$ cat config.mk
export PLATFORM = sky130hd
export DESIGN_NAME = recursive_bandpass_iir_filter_flat
export DESIGN_NICKNAME = d
export VERILOG_FILES = /design/src/rbpf_pkg.sv /design/src/rbpf_if.sv /design/src/recursive_bandpass_iir_filter.sv /design/src/flat_wrapper.sv
export SDC_FILE = /design/constraint.sdc
export NUM_CORES = 2
export LEC_CHECK = 0
export BUFFER_PORTS_ARGS = -buffer_cell sky130_fd_sc_hd__clkbuf_2
export CORE_ASPECT_RATIO = 1.2
export CORE_UTILIZATION = 59
export CTS_CLUSTER_SIZE = 28
export DETAILED_ROUTE_END_ITERATION = 12
export PLACE_DENSITY = 0.75
export SLEW_MARGIN = 30
export SYNTH_ARGS = -nofsm -noshare
export SYNTH_HDL_FRONTEND = slang
export SYNTH_SLANG_ARGS = --single-unit
$ cat constraint.sdc
create_clock -name clk -period 25.4 [get_ports clk]
set_input_delay 3.81 -clock clk [delete_from_list [all_inputs] [get_ports clk]]
set_output_delay 3.81 -clock clk [all_outputs]
set_load 0.01 [all_outputs]
$ cat src/rbpf_pkg.sv
`timescale 1ns / 1ps
// ----------------------------------------------------------------------------
// rbpf_pkg: shared types and constants of the recursive band-pass filter
// Register map, micro-op encoding and the sequencer program of both sections.
// ----------------------------------------------------------------------------
package rbpf_pkg;

  localparam int COEF_BITS  = 32;
  localparam int PADDR_BITS = 5;
  localparam int PDATA_BITS = 32;
  localparam int PROG_LEN   = 26;
  localparam int PC_BITS    = 5;

  localparam logic [PC_BITS-1:0] LP_START = 5'd0;
  localparam logic [PC_BITS-1:0] HP_START = 5'd11;

  // register index = paddr[4:2]
  typedef enum logic [2:0] {
    REG_MODE    = 3'd0,
    REG_LP_POLE = 3'd1,
    REG_LP_PAIR = 3'd2,
    REG_LP_GAIN = 3'd3,
    REG_HP_POLE = 3'd4,
    REG_HP_PAIR = 3'd5,
    REG_HP_GAIN = 3'd6
  } reg_idx_t;

  typedef enum logic [2:0] {
    C_LP_POLE = 3'd0,
    C_LP_PAIR = 3'd1,
    C_LP_GAIN = 3'd2,
    C_HP_POLE = 3'd3,
    C_HP_PAIR = 3'd4,
    C_HP_GAIN = 3'd5
  } coef_t;

  typedef enum logic [3:0] {
    SRC_ZERO = 4'd0,
    SRC_PROD = 4'd1,
    SRC_ACC  = 4'd2,
    SRC_N    = 4'd3,
    SRC_Y    = 4'd4,
    SRC_LPA  = 4'd5,
    SRC_LPB  = 4'd6,
    SRC_LPC  = 4'd7,
    SRC_HPA  = 4'd8,
    SRC_HPB  = 4'd9,
    SRC_HPC  = 4'd10
  } src_t;

  typedef enum logic [2:0] {
    DST_ACC = 3'd0,
    DST_N   = 3'd1,
    DST_Y   = 3'd2,
    DST_LPA = 3'd3,
    DST_LPB = 3'd4,
    DST_LPC = 3'd5,
    DST_HPA = 3'd6,
    DST_HPC = 3'd7
  } dst_t;

  // HPB is written from HPC only; it gets its own flag to keep dst_t at 3 bits
  typedef struct packed {
    logic  is_mul;
    logic  sub;
    coef_t coef;
    src_t  src_a;
    src_t  src_b;
    dst_t  dst;
    logic  wr_hpb;
    logic  last;
  } uop_t;

  function automatic uop_t op_mul(coef_t c, src_t a);
    uop_t u;
    u        = '0;
    u.is_mul = 1'b1;
    u.coef   = c;
    u.src_a  = a;
    u.src_b  = SRC_ZERO;
    u.dst    = DST_ACC;
    return u;
  endfunction

  function automatic uop_t op_alu(dst_t d, src_t a, logic sub, src_t b, logic last);
    uop_t u;
    u       = '0;
    u.sub   = sub;
    u.coef  = C_LP_POLE;
    u.src_a = a;
    u.src_b = b;
    u.dst   = d;
    u.last  = last;
    return u;
  endfunction

  function automatic uop_t op_hpb();
    uop_t u;
    u        = op_alu(DST_ACC, SRC_HPC, 1'b0, SRC_ZERO, 1'b0);
    u.wr_hpb = 1'b1;
    return u;
  endfunction

  // Program: low-pass section at LP_START, high-pass section at HP_START.
  function automatic uop_t prog_uop(logic [PC_BITS-1:0] pc);
    uop_t u;
    u = op_alu(DST_Y, SRC_Y, 1'b0, SRC_ZERO, 1'b1);
    case (pc)
      // low-pass: y = g*c ; c' = (a - p*b) + q*c ; b' = c ; a' = p*a + x
      5'd0:  u = op_mul(C_LP_GAIN, SRC_LPC);
      5'd1:  u = op_alu(DST_ACC, SRC_PROD, 1'b0, SRC_ZERO, 1'b0);
      5'd2:  u = op_mul(C_LP_POLE, SRC_LPB);
      5'd3:  u = op_alu(DST_N, SRC_LPA, 1'b1, SRC_PROD, 1'b0);
      5'd4:  u = op_mul(C_LP_PAIR, SRC_LPC);
      5'd5:  u = op_alu(DST_N, SRC_N, 1'b0, SRC_PROD, 1'b0);
      5'd6:  u = op_alu(DST_LPB, SRC_LPC, 1'b0, SRC_ZERO, 1'b0);
      5'd7:  u = op_alu(DST_LPC, SRC_N, 1'b0, SRC_ZERO, 1'b0);
      5'd8:  u = op_mul(C_LP_POLE, SRC_LPA);
      5'd9:  u = op_alu(DST_LPA, SRC_PROD, 1'b0, SRC_Y, 1'b0);
      5'd10: u = op_alu(DST_Y, SRC_ACC, 1'b0, SRC_ZERO, 1'b1);
      // high-pass: n = ((q*c - a) - p*b) + t
      5'd11: u = op_mul(C_HP_PAIR, SRC_HPC);
      5'd12: u = op_alu(DST_N, SRC_PROD, 1'b1, SRC_HPA, 1'b0);
      5'd13: u = op_mul(C_HP_POLE, SRC_HPB);
      5'd14: u = op_alu(DST_N, SRC_N, 1'b1, SRC_PROD, 1'b0);
      5'd15: u = op_alu(DST_N, SRC_N, 1'b0, SRC_Y, 1'b0);
      // a' = p*(a - t) + t
      5'd16: u = op_alu(DST_ACC, SRC_HPA, 1'b1, SRC_Y, 1'b0);
      5'd17: u = op_mul(C_HP_POLE, SRC_ACC);
      5'd18: u = op_alu(DST_HPA, SRC_PROD, 1'b0, SRC_Y, 1'b0);
      // y = g*(((n + b) - c) - c)
      5'd19: u = op_alu(DST_ACC, SRC_N, 1'b0, SRC_HPB, 1'b0);
      5'd20: u = op_alu(DST_ACC, SRC_ACC, 1'b1, SRC_HPC, 1'b0);
      5'd21: u = op_alu(DST_ACC, SRC_ACC, 1'b1, SRC_HPC, 1'b0);
      5'd22: u = op_hpb();
      5'd23: u = op_alu(DST_HPC, SRC_N, 1'b0, SRC_ZERO, 1'b0);
      5'd24: u = op_mul(C_HP_GAIN, SRC_ACC);
      5'd25: u = op_alu(DST_Y, SRC_PROD, 1'b0, SRC_ZERO, 1'b1);
      default: u = op_alu(DST_Y, SRC_Y, 1'b0, SRC_ZERO, 1'b1);
    endcase
    return u;
  endfunction

endpackage

$ cat src/rbpf_if.sv
`timescale 1ns / 1ps
// ----------------------------------------------------------------------------
// rbpf_if: sample channels of the recursive band-pass filter
// Valid/ready channels; a transfer happens when valid and ready are both high.
// ----------------------------------------------------------------------------
interface rbpf_in_if #(
  parameter int SAMPLE_BITS = 24
);
  logic                          valid;
  logic                          ready;
  logic signed [SAMPLE_BITS-1:0] sample_in;
  logic                          trace_start;

  modport source (output valid, output sample_in, output trace_start, input ready);
  modport sink   (input valid, input sample_in, input trace_start, output ready);
endinterface

interface rbpf_out_if #(
  parameter int SAMPLE_BITS = 24
);
  logic                          valid;
  logic                          ready;
  logic signed [SAMPLE_BITS-1:0] sample_out;

  modport source (output valid, output sample_out, input ready);
  modport sink   (input valid, input sample_out, output ready);
endinterface

$ cat src/recursive_bandpass_iir_filter.sv
`timescale 1ns / 1ps
// ----------------------------------------------------------------------------
// recursive_bandpass_iir_filter: third-order low-pass / high-pass IIR cascade
// Saturating fixed-point filter sequenced over one shared multiplier and
// one shared saturating adder, with an APB-style coefficient port.
// ----------------------------------------------------------------------------
//
//  Channel   Direction  Contents                          Transfer
//  in_chan   sink       sample_in, trace_start            valid & ready
//  out_chan  source     sample_out                        valid & ready
//  APB       slave      filter_mode, 6 Q4.28 coefficients psel&penable&pwrite
//
//  Each multiply passes through the single 25x32 multiplier in S_EXEC (low half
//  of the state word), S_MUL_HI (high half plus accumulate) and S_MUL_RND (round
//  and saturate); each add or subtract retires in S_EXEC. LP runs 4 multiplies
//  and 7 adds, HP 4 and 11. Reset (rst_n low, synchronous) clears configuration
//  registers, filter state and control.
//  in_chan is ready only when the sequencer is idle; a finished sample waits
//  in the output register, so the next sample can enter while it stalls.
//
module recursive_bandpass_iir_filter
  import rbpf_pkg::*;
#(
  parameter int SAMPLE_BITS    = 24,
  parameter int COEF_FRAC_BITS = 28,
  parameter int STATE_BITS     = 48
) (
  input  logic                  clk,
  input  logic                  rst_n,
  rbpf_in_if.sink               in_chan,
  rbpf_out_if.source            out_chan,
  input  logic                  psel,
  input  logic                  penable,
  input  logic                  pwrite,
  input  logic [PADDR_BITS-1:0] paddr,
  input  logic [PDATA_BITS-1:0] pwdata,
  output logic [PDATA_BITS-1:0] prdata,
  output logic                  pready
);

  // Multiplier split: state word = hi * 2^LO_BITS + lo (lo unsigned)
  localparam int S        = STATE_BITS;
  localparam int LO_BITS  = S / 2;
  localparam int HI_BITS  = S - LO_BITS;
  localparam int MOP_BITS = LO_BITS + 1;
  localparam int MP_BITS  = MOP_BITS + COEF_BITS;
  localparam int PW       = S + COEF_BITS;

  localparam logic signed [S-1:0] ST_MAX   = {1'b0, {(S-1){1'b1}}};
  localparam logic signed [S-1:0] ST_MIN   = {1'b1, {(S-1){1'b0}}};
  localparam logic [PW:0]         RND_HALF = (PW+1)'(1) << (COEF_FRAC_BITS - 1);
  localparam logic signed [SAMPLE_BITS-1:0] SMP_MAX = {1'b0, {(SAMPLE_BITS-1){1'b1}}};
  localparam logic signed [SAMPLE_BITS-1:0] SMP_MIN = {1'b1, {(SAMPLE_BITS-1){1'b0}}};

  typedef enum logic [4:0] {
    S_IDLE    = 5'b00001,
    S_EXEC    = 5'b00010,
    S_MUL_HI  = 5'b00100,
    S_MUL_RND = 5'b01000,
    S_DONE    = 5'b10000
  } state_t;

  state_t               state_r, state_nxt;
  logic [PC_BITS-1:0]   pc_r, pc_nxt;
  uop_t                 uop;

  // configuration
  logic [1:0]                  mode_r;
  logic signed [COEF_BITS-1:0] lp_pole_r, lp_pair_r, lp_gain_r;
  logic signed [COEF_BITS-1:0] hp_pole_r, hp_pair_r, hp_gain_r;

  // filter state
  logic signed [S-1:0] lp_a_r, lp_b_r, lp_c_r, hp_a_r, hp_b_r, hp_c_r;

  // scratch
  logic signed [S-1:0]       acc_r, n_r, y_r, prod_r, prod_nxt;
  logic signed [MP_BITS-1:0] pp_r;
  logic signed [PW-1:0]      full_r, full_nxt;

  logic                          out_valid_r;
  logic signed [SAMPLE_BITS-1:0] out_sample_r, out_sat;

  logic                  in_xfer, out_xfer, cfg_wr;
  reg_idx_t              reg_idx;
  logic signed [S-1:0]   alu_a, alu_b, alu_res;
  logic signed [S:0]     alu_sum;
  logic signed [COEF_BITS-1:0] mul_coef;
  logic signed [MOP_BITS-1:0]  mul_op;
  logic signed [HI_BITS-1:0]   op_hi;
  logic signed [MP_BITS-1:0]   mul_res;
  logic signed [PW:0]          rnd, shr;
  logic                        step_done, load_out;
  state_t                      adv_state;
  logic [PC_BITS-1:0]          adv_pc;

  // --------------------------------------------------------------------------
  // Handshakes
  // --------------------------------------------------------------------------
  assign in_chan.ready       = (state_r == S_IDLE);
  assign in_xfer             = in_chan.valid && in_chan.ready;
  assign out_chan.valid      = out_valid_r;
  assign out_chan.sample_out = out_sample_r;
  assign out_xfer            = out_valid_r && out_chan.ready;

  // --------------------------------------------------------------------------
  // APB register file (writes are always zero wait state)
  // --------------------------------------------------------------------------
  assign pready  = 1'b1;
  assign reg_idx = reg_idx_t'(paddr[4:2]);
  assign cfg_wr  = psel && penable && pwrite && pready;

  always_comb begin
    case (reg_idx)
      REG_MODE:    prdata = {{(PDATA_BITS-2){1'b0}}, mode_r};
      REG_LP_POLE: prdata = lp_pole_r;
      REG_LP_PAIR: prdata = lp_pair_r;
      REG_LP_GAIN: prdata = lp_gain_r;
      REG_HP_POLE: prdata = hp_pole_r;
      REG_HP_PAIR: prdata = hp_pair_r;
      REG_HP_GAIN: prdata = hp_gain_r;
      default:     prdata = '0;
    endcase
  end

  // --------------------------------------------------------------------------
  // Operand selection from the current micro-op
  // --------------------------------------------------------------------------
  assign uop = prog_uop(pc_r);

  function automatic logic signed [S-1:0] pick(src_t sel,
      logic signed [S-1:0] prod, logic signed [S-1:0] acc,
      logic signed [S-1:0] n, logic signed [S-1:0] y,
      logic signed [S-1:0] la, logic signed [S-1:0] lb, logic signed [S-1:0] lc,
      logic signed [S-1:0] ha, logic signed [S-1:0] hb, logic signed [S-1:0] hc);
    logic signed [S-1:0] v;
    case (sel)
      SRC_PROD: v = prod;
      SRC_ACC:  v = acc;
      SRC_N:    v = n;
      SRC_Y:    v = y;
      SRC_LPA:  v = la;
      SRC_LPB:  v = lb;
      SRC_LPC:  v = lc;
      SRC_HPA:  v = ha;
      SRC_HPB:  v = hb;
      SRC_HPC:  v = hc;
      default:  v = '0;
    endcase
    return v;
  endfunction

  assign alu_a = pick(uop.src_a, prod_r, acc_r, n_r, y_r,
                      lp_a_r, lp_b_r, lp_c_r, hp_a_r, hp_b_r, hp_c_r);
  assign alu_b = pick(uop.src_b, prod_r, acc_r, n_r, y_r,
                      lp_a_r, lp_b_r, lp_c_r, hp_a_r, hp_b_r, hp_c_r);

  // saturating add / subtract
  assign alu_sum = uop.sub ? ((S+1)'(alu_a) - (S+1)'(alu_b))
                           : ((S+1)'(alu_a) + (S+1)'(alu_b));
  assign alu_res = (alu_sum[S] != alu_sum[S-1]) ? (alu_sum[S] ? ST_MIN : ST_MAX)
                                                : alu_sum[S-1:0];

  // --------------------------------------------------------------------------
  // Shared multiplier: coef * state word, two partial products
  // --------------------------------------------------------------------------
  always_comb begin
    case (uop.coef)
      C_LP_POLE: mul_coef = lp_pole_r;
      C_LP_PAIR: mul_coef = lp_pair_r;
      C_LP_GAIN: mul_coef = lp_gain_r;
      C_HP_POLE: mul_coef = hp_pole_r;
      C_HP_PAIR: mul_coef = hp_pair_r;
      C_HP_GAIN: mul_coef = hp_gain_r;
      default:   mul_coef = '0;
    endcase
  end

  assign op_hi   = alu_a[S-1:LO_BITS];
  assign mul_op  = (state_r == S_EXEC) ? $signed({1'b0, alu_a[LO_BITS-1:0]})
                                       : MOP_BITS'(op_hi);
  assign mul_res = mul_op * mul_coef;

  assign full_nxt = (PW'(mul_res) <<< LO_BITS) + PW'(pp_r);

  // round half away from zero, then saturate to the state width
  assign rnd = (PW+1)'(full_r) + RND_HALF - (PW+1)'(full_r[PW-1]);
  assign shr = rnd >>> COEF_FRAC_BITS;
  always_comb begin
    if (!((&shr[PW:S-1]) || !(|shr[PW:S-1]))) begin
      prod_nxt = shr[PW] ? ST_MIN : ST_MAX;
    end else begin
      prod_nxt = shr[S-1:0];
    end
  end

  // output saturation to the sample width
  always_comb begin
    if (!((&y_r[S-1:SAMPLE_BITS-1]) || !(|y_r[S-1:SAMPLE_BITS-1]))) begin
      out_sat = y_r[S-1] ? SMP_MIN : SMP_MAX;
    end else begin
      out_sat = y_r[SAMPLE_BITS-1:0];
    end
  end

  // --------------------------------------------------------------------------
  // Sequencer
  // --------------------------------------------------------------------------
  always_comb begin
    // next step after the current op retires; at a section end, jump to HP or finish
    if (!uop.last) begin
      adv_pc    = PC_BITS'(pc_r + 1'b1);
      adv_state = S_EXEC;
    end else if ((pc_r < HP_START) && mode_r[1]) begin
      adv_pc    = HP_START;
      adv_state = S_EXEC;
    end else begin
      adv_pc    = pc_r;
      adv_state = S_DONE;
    end
  end

  assign step_done = ((state_r == S_EXEC) && !uop.is_mul) || (state_r == S_MUL_RND);
  assign load_out  = (state_r == S_DONE) && (!out_valid_r || out_chan.ready);

  always_comb begin
    state_nxt = state_r;
    pc_nxt    = pc_r;
    unique case (state_r)
      S_IDLE: begin
        if (in_xfer) begin
          if (mode_r[0]) begin
            pc_nxt    = LP_START;
            state_nxt = S_EXEC;
          end else if (mode_r[1]) begin
            pc_nxt    = HP_START;
            state_nxt = S_EXEC;
          end else begin
            state_nxt = S_DONE;
          end
        end
      end
      S_EXEC: begin
        if (uop.is_mul) begin
          state_nxt = S_MUL_HI;
        end else begin
          state_nxt = adv_state;
          pc_nxt    = adv_pc;
        end
      end
      S_MUL_HI: begin
        state_nxt = S_MUL_RND;
      end
      S_MUL_RND: begin
        state_nxt = adv_state;
        pc_nxt    = adv_pc;
      end
      S_DONE: begin
        if (load_out) begin
          state_nxt = S_IDLE;
        end
      end
      default: begin
        state_nxt = S_IDLE;
      end
    endcase
  end

  // control, configuration and filter state
  always_ff @(posedge clk) begin
    if (!rst_n) begin
      state_r     <= S_IDLE;
      pc_r        <= '0;
      out_valid_r <= 1'b0;
      mode_r      <= '0;
      lp_pole_r   <= '0;
      lp_pair_r   <= '0;
      lp_gain_r   <= '0;
      hp_pole_r   <= '0;
      hp_pair_r   <= '0;
      hp_gain_r   <= '0;
      lp_a_r      <= '0;
      lp_b_r      <= '0;
      lp_c_r      <= '0;
      hp_a_r      <= '0;
      hp_b_r      <= '0;
      hp_c_r      <= '0;
    end else begin
      state_r <= state_nxt;
      pc_r    <= pc_nxt;

      if (load_out) begin
        out_valid_r <= 1'b1;
      end else if (out_xfer) begin
        out_valid_r <= 1'b0;
      end

      if (cfg_wr) begin
        case (reg_idx)
          REG_MODE:    mode_r    <= pwdata[1:0];
          REG_LP_POLE: lp_pole_r <= pwdata;
          REG_LP_PAIR: lp_pair_r <= pwdata;
          REG_LP_GAIN: lp_gain_r <= pwdata;
          REG_HP_POLE: hp_pole_r <= pwdata;
          REG_HP_PAIR: hp_pair_r <= pwdata;
          REG_HP_GAIN: hp_gain_r <= pwdata;
          default: ;
        endcase
      end

      if (in_xfer && in_chan.trace_start) begin
        lp_a_r <= '0;
        lp_b_r <= '0;
        lp_c_r <= '0;
        hp_a_r <= '0;
        hp_b_r <= '0;
        hp_c_r <= '0;
      end else if ((state_r == S_EXEC) && !uop.is_mul) begin
        if (uop.wr_hpb) begin
          hp_b_r <= alu_res;
        end else begin
          case (uop.dst)
            DST_LPA: lp_a_r <= alu_res;
            DST_LPB: lp_b_r <= alu_res;
            DST_LPC: lp_c_r <= alu_res;
            DST_HPA: hp_a_r <= alu_res;
            DST_HPC: hp_c_r <= alu_res;
            default: ;
          endcase
        end
      end
    end
  end

  // datapath scratch registers
  always_ff @(posedge clk) begin
    if (in_xfer) begin
      y_r <= S'(in_chan.sample_in);
    end else if ((state_r == S_EXEC) && !uop.is_mul && !uop.wr_hpb) begin
      case (uop.dst)
        DST_ACC: acc_r <= alu_res;
        DST_N:   n_r   <= alu_res;
        DST_Y:   y_r   <= alu_res;
        default: ;
      endcase
    end

    if ((state_r == S_EXEC) && uop.is_mul) begin
      pp_r <= mul_res;
    end
    if (state_r == S_MUL_HI) begin
      full_r <= full_nxt;
    end
    if (state_r == S_MUL_RND) begin
      prod_r <= prod_nxt;
    end
    if (load_out) begin
      out_sample_r <= out_sat;
    end
  end

  // --------------------------------------------------------------------------
  // Assertions
  // --------------------------------------------------------------------------
  a_pc_in_range: assert property (@(posedge clk) disable iff (!rst_n)
    (state_r == S_EXEC) |-> (pc_r < PC_BITS'(PROG_LEN)))
    else $error("sequencer pc outside program");

  a_mul_order: assert property (@(posedge clk) disable iff (!rst_n)
    (state_r == S_MUL_RND) |-> ($past(state_r) == S_MUL_HI && $past(state_r, 2) == S_EXEC))
    else $error("multiply phases out of order");

  a_result_from_done: assert property (@(posedge clk) disable iff (!rst_n)
    $rose(out_valid_r) |-> ($past(state_r) == S_DONE))
    else $error("result produced outside done state");

  a_lp_enabled: assert property (@(posedge clk) disable iff (!rst_n)
    (state_r == S_EXEC && pc_r < HP_START) |-> mode_r[0])
    else $error("low-pass section run while disabled");

  a_step_retires: assert property (@(posedge clk) disable iff (!rst_n)
    (step_done && !uop.last) |=> (state_r == S_EXEC && pc_r == $past(pc_r) + 1'b1))
    else $error("program step did not advance");

endmodule
$ cat src/flat_wrapper.sv
// flat-port wrapper written by rule: the top's interface ports become plain ports
module recursive_bandpass_iir_filter_flat import rbpf_pkg::*;
#(
  parameter int SAMPLE_BITS    = 24,
  parameter int COEF_FRAC_BITS = 28,
  parameter int STATE_BITS     = 48
)
  (clk, rst_n, psel, penable, pwrite, paddr, pwdata, prdata, pready, in_chan_valid, in_chan_sample_in, in_chan_trace_start, in_chan_ready, out_chan_valid, out_chan_sample_out, out_chan_ready);
  rbpf_in_if #(.SAMPLE_BITS(SAMPLE_BITS)) in_chan_i ();
  rbpf_out_if #(.SAMPLE_BITS(SAMPLE_BITS)) out_chan_i ();
  input  logic clk;
  input  logic rst_n;
  input  logic psel;
  input  logic penable;
  input  logic pwrite;
  input  logic [PADDR_BITS-1:0] paddr;
  input  logic [PDATA_BITS-1:0] pwdata;
  output logic [PDATA_BITS-1:0] prdata;
  output logic pready;
  input wire logic [$bits(in_chan_i.valid)-1:0] in_chan_valid;
  input wire logic [$bits(in_chan_i.sample_in)-1:0] in_chan_sample_in;
  input wire logic [$bits(in_chan_i.trace_start)-1:0] in_chan_trace_start;
  output wire logic [$bits(in_chan_i.ready)-1:0] in_chan_ready;
  output wire logic [$bits(out_chan_i.valid)-1:0] out_chan_valid;
  output wire logic [$bits(out_chan_i.sample_out)-1:0] out_chan_sample_out;
  input wire logic [$bits(out_chan_i.ready)-1:0] out_chan_ready;
  assign in_chan_i.valid = in_chan_valid;
  assign in_chan_i.sample_in = in_chan_sample_in;
  assign in_chan_i.trace_start = in_chan_trace_start;
  assign in_chan_ready = in_chan_i.ready;
  assign out_chan_valid = out_chan_i.valid;
  assign out_chan_sample_out = out_chan_i.sample_out;
  assign out_chan_i.ready = out_chan_ready;
  recursive_bandpass_iir_filter #(.SAMPLE_BITS(SAMPLE_BITS), .COEF_FRAC_BITS(COEF_FRAC_BITS), .STATE_BITS(STATE_BITS)) u_core (.clk(clk), .rst_n(rst_n), .in_chan(in_chan_i), .out_chan(out_chan_i), .psel(psel), .penable(penable), .pwrite(pwrite), .paddr(paddr), .pwdata(pwdata), .prdata(prdata), .pready(pready));
endmodule
==> impl_metrics.env <==
export IMPL_post_cts_buffers=0
export IMPL_cts_reportedPaths_clkPinSlew_ps=60
export IMPL_wl_per_cell_um=28.5
export IMPL_ys_flop_type="dfxtp_1"
export IMPL_swShare_pct=30.8
export IMPL_drv_cap=0
export IMPL_tns_ps=0
export IMPL_combPwrFrac_pct=16.3
export IMPL_nNetsFinal=10000
export IMPL_portBuffers=124
export IMPL_chipHeight_um=404
export IMPL_worstSetupStartpointType="register"
export IMPL_antenna_found_initial=20
export IMPL_numClockSinks=864
export IMPL_syn_num_nets=10100
export IMPL_core_area_um2=134000
export IMPL_grt_max_degree=113
export IMPL_clock_path_buffers=3
export IMPL_ioPinCount=128
export IMPL_synth_edf_count=353
export IMPL_rsz0062_at_grt="no"
export IMPL_p_int_mw=2.49
export IMPL_syn2layout_area_growth_pct=7.64
export IMPL_drc_errors=0
export IMPL_p_leak_nw=36.1
export IMPL_synth_seq_area_share_pct=26.2
export IMPL_rr_endpoint="u_core.full_r[79]$_DFFE_PP_"
export IMPL_fin_skew_ps=68.5
export IMPL_post_drt_via_cell_ratio=6.74
export IMPL_ctsHoldBuffers=0
export IMPL_async_flop_share_pct=0
export IMPL_drtAntennaViolNets=0
export IMPL_reg2reg_slack_ps=10870
export IMPL_avgSynthCellArea_um2=8.91
export IMPL_hold_viol=0
export IMPL_fin_crit_ps=14530
export IMPL_holdPathEnd="u_core.full_r[10]$_DFFE_PP_"
export IMPL_clockRootBuffer="clkbuf_16"
export IMPL_critical_path_top_delay_family="compound AO/OA/AOI/OAI gates"
export IMPL_tightestPinTransition_ps=1210
export IMPL_grt_pass1_vias=71000
export IMPL_hp_class="reg -> reg"
export IMPL_path_buf_inv=8
export IMPL_synth_seq_cells=864
export IMPL_cts_made_buffers=93
export IMPL_start_util_pct=59.4
export IMPL_grtUsageTotal_pct=44.6
export IMPL_status="complete, no violations"
export IMPL_clockPowerShare_pct=40.6
export IMPL_slew_violations=0
export IMPL_seqPwrFrac_pct=43.2
export IMPL_max_clock_freq_ghz=0.0688
export IMPL_dp_hpwl_um=217000
export IMPL_worst_setup_path_type="reg -> reg"
export IMPL_critPathSlowestCell="or4b_2"
export IMPL_placed_cell_area_um2=82100
export IMPL_cp_common_cell="fa_1"
export IMPL_slew_headroom_pct=19.3
export IMPL_die_x_um=337
export IMPL_netlist_area_um2=79400
export IMPL_cts_max_level=3
export IMPL_rows=147
export IMPL_setup_viol=0
export IMPL_slowest_delay_ps=780
export IMPL_initialDrtViolationCount=9743
export IMPL_ys_types=113
export IMPL_fin_crit_sh_pct=57.2
export IMPL_post_cts_resized=0
export IMPL_place_congestion=1.10
export IMPL_clkLatencyLatePin_ps=770
export IMPL_crit_arrival_ps=15000
export IMPL_rr_worst_depth=42
export IMPL_final_area_um2=85500
export IMPL_synth_warnings=0
export IMPL_hold_start="u_core.pp_r[10]$_DFFE_PP_"
export IMPL_die_area_um2=136000
export IMPL_drive_above_1_share_pct=8.04
export IMPL_dr_pass1_iters=8
export IMPL_required_ps=25870
export IMPL_reg2reg_from="u_core.uop[11]$_DFF_P_"
export IMPL_cp_max_fo=32
export IMPL_tritoncts="done"
export IMPL_hold_depth=0
export IMPL_grt_first_pass_wirelength_um=447000
export IMPL_end_kind="register"
export IMPL_vias=71700
export IMPL_overflow=0
export IMPL_switchingPower_mw=1.11
export IMPL_nFillCells=11200
export IMPL_syn_inst=8910
export IMPL_powerDensity_nw_per_um2=42.2
export IMPL_drt_wl_total_um=304000
export IMPL_ir_drop_mv=0.0486
==> power by group through the flow <==
| stage | Sequential [mW] | Combinational (mW) | Clock, mW |
|---|---|---|---|
| floorplan | 1.56 | 0.344 | 0 |
| global placement | 1.58 | 0.531 | 0 |
| detailed placement | 1.58 | 0.551 | 0 |
| CTS | 1.55 | 0.551 | 1.45 |
| global route | 1.55 | 0.595 | 1.51 |
| finish | 1.55 | 0.586 | 1.46 |
==> cell families after synthesis <==
logic type,synth area share [%]
AOI/OAI and AO/OA,20.1
xor gates and xnor gates,2.67
and+or+nand+nor,15.6
buffers and inverters,7.96
adders and majority gates,26.2
DFF,26.2
muxes,1.27
other,0.00472
==> cell usage after synthesis (all sizes together) (29+ instances only) <==
library cell  number  area (µm²)
edfxtp           353       10600
nor2             577        2180
and2              69         432
xor2              76         666
a21boi           210        1580
xnor2            166        1450
fa               821       16400
o22ai             44         275
o21ai            433        2170
ha               346        4330
a22o             188        1650
o21a              37         278
a31oi             56         372
nand4             64         407
nor4              30         283
nor3             101         776
a211oi            43         323
nand2           1204        4540
o21bai            39         293
nor2b             65         407
o211ai            29         228
a221o             33         330
nand3b            62         465
mux2i             91         911
and3              92         576
a21oi            482        2410
a22oi            282        2130
nand2b            82         513
a21o             147        1100
inv             1048        3930
dfxtp            511       10200
clkbuf           430        1610
nand3            122         723
buf              123         767
a221oi           147        1290
==> state kept, by name, indices dropped and copies added (netlist names), 18 cells and up <==
register	flops
u_core.full_r	80
u_core.pp_r	57
u_core.acc_r	48
u_core.hp_a_r	48
u_core.hp_b_r	48
u_core.hp_c_r	48
u_core.lp_a_r	48
u_core.lp_b_r	48
u_core.lp_c_r	48
u_core.n_r	48
u_core.prod_r	48
u_core.y_r	48
u_core.hp_gain_r	32
u_core.hp_pair_r	32
u_core.hp_pole_r	32
u_core.lp_gain_r	32
u_core.lp_pair_r	32
u_core.lp_pole_r	32
u_core.out_chan.sample_out	24
u_core.uop	18
==> area by class of cell <==
class                      instances  area [µm²]  area share [%]
antenna                           12        30.0          0.0351
inverter                        1049        3940            4.61
multi-input combinational       6444       52900            62.0
clock buffer                     118        2590            3.04
sequential                       864       20800            24.4
tap                             1788        2240            2.62
clock inverter                    56         651           0.761
timing repair buffer             313        2210            2.59
==> metal layers <==
metal	part of all wire [%]	GRT usage (%)	up-vias
met1	33	49.8	34700
met5	0.0076	0	-
met3	12	13.4	1636
met4	11	39.2	4
li1	-	-	30300
met2	44	69.1	5076
==> worst max path at each step <==
stage,cells past startpoint,slack (ps),endpoint,from
final,42,10870,u_core.full_r[79]$_DFFE_PP_,u_core.uop[11]$_DFF_P_
after CTS,41,11200,u_core.full_r[79]$_DFFE_PP_,u_core.uop[11]$_DFF_P_
after global routing,41,10320,u_core.full_r[79]$_DFFE_PP_,u_core.uop[11]$_DFF_P_
after floorplan,43,14230,u_core.full_r[79]$_DFFE_PP_,u_core.uop[9]$_DFF_P_
after global placement,41,11220,u_core.full_r[79]$_DFFE_PP_,u_core.uop[11]$_DFF_P_
after detailed placement,41,11210,u_core.full_r[79]$_DFFE_PP_,u_core.uop[11]$_DFF_P_
==> stage by stage <==
step	total power [mW]	utilization, %	std cells	hold WS (ps)	worst slack (ps)
floorplan	1.91	-	8910	400	14230
global placement	2.11	61.2	10400	401	11220
detailed placement	2.13	61.4	10500	405	11210
CTS	3.55	63.8	10600	390	11200
global route	3.66	63.9	10600	413	10320
finish	3.60	63.9	10600	398	10870
==> cells in the final DEF (no fill, tap or decap), types with 139 or more instances in the layout <==
master    netlist  layout
inv_1        1048    1046
a21oi_1       482     480
nor2_1        575     556
edfxtp_1      353     353
nand2_1      1195    1188
a21boi_0      210     210
o21ai_1       144     139
o21ai_0       287     283
a21o_1        147     147
xnor2_1       166     164
dfxtp_1       511     507
fa_1          821     821
a22oi_1       281     281
a22o_1        188     188
ha_1          346     346
buf_4          18     176
Note: power is estimated with default switching activity, not from simulation.
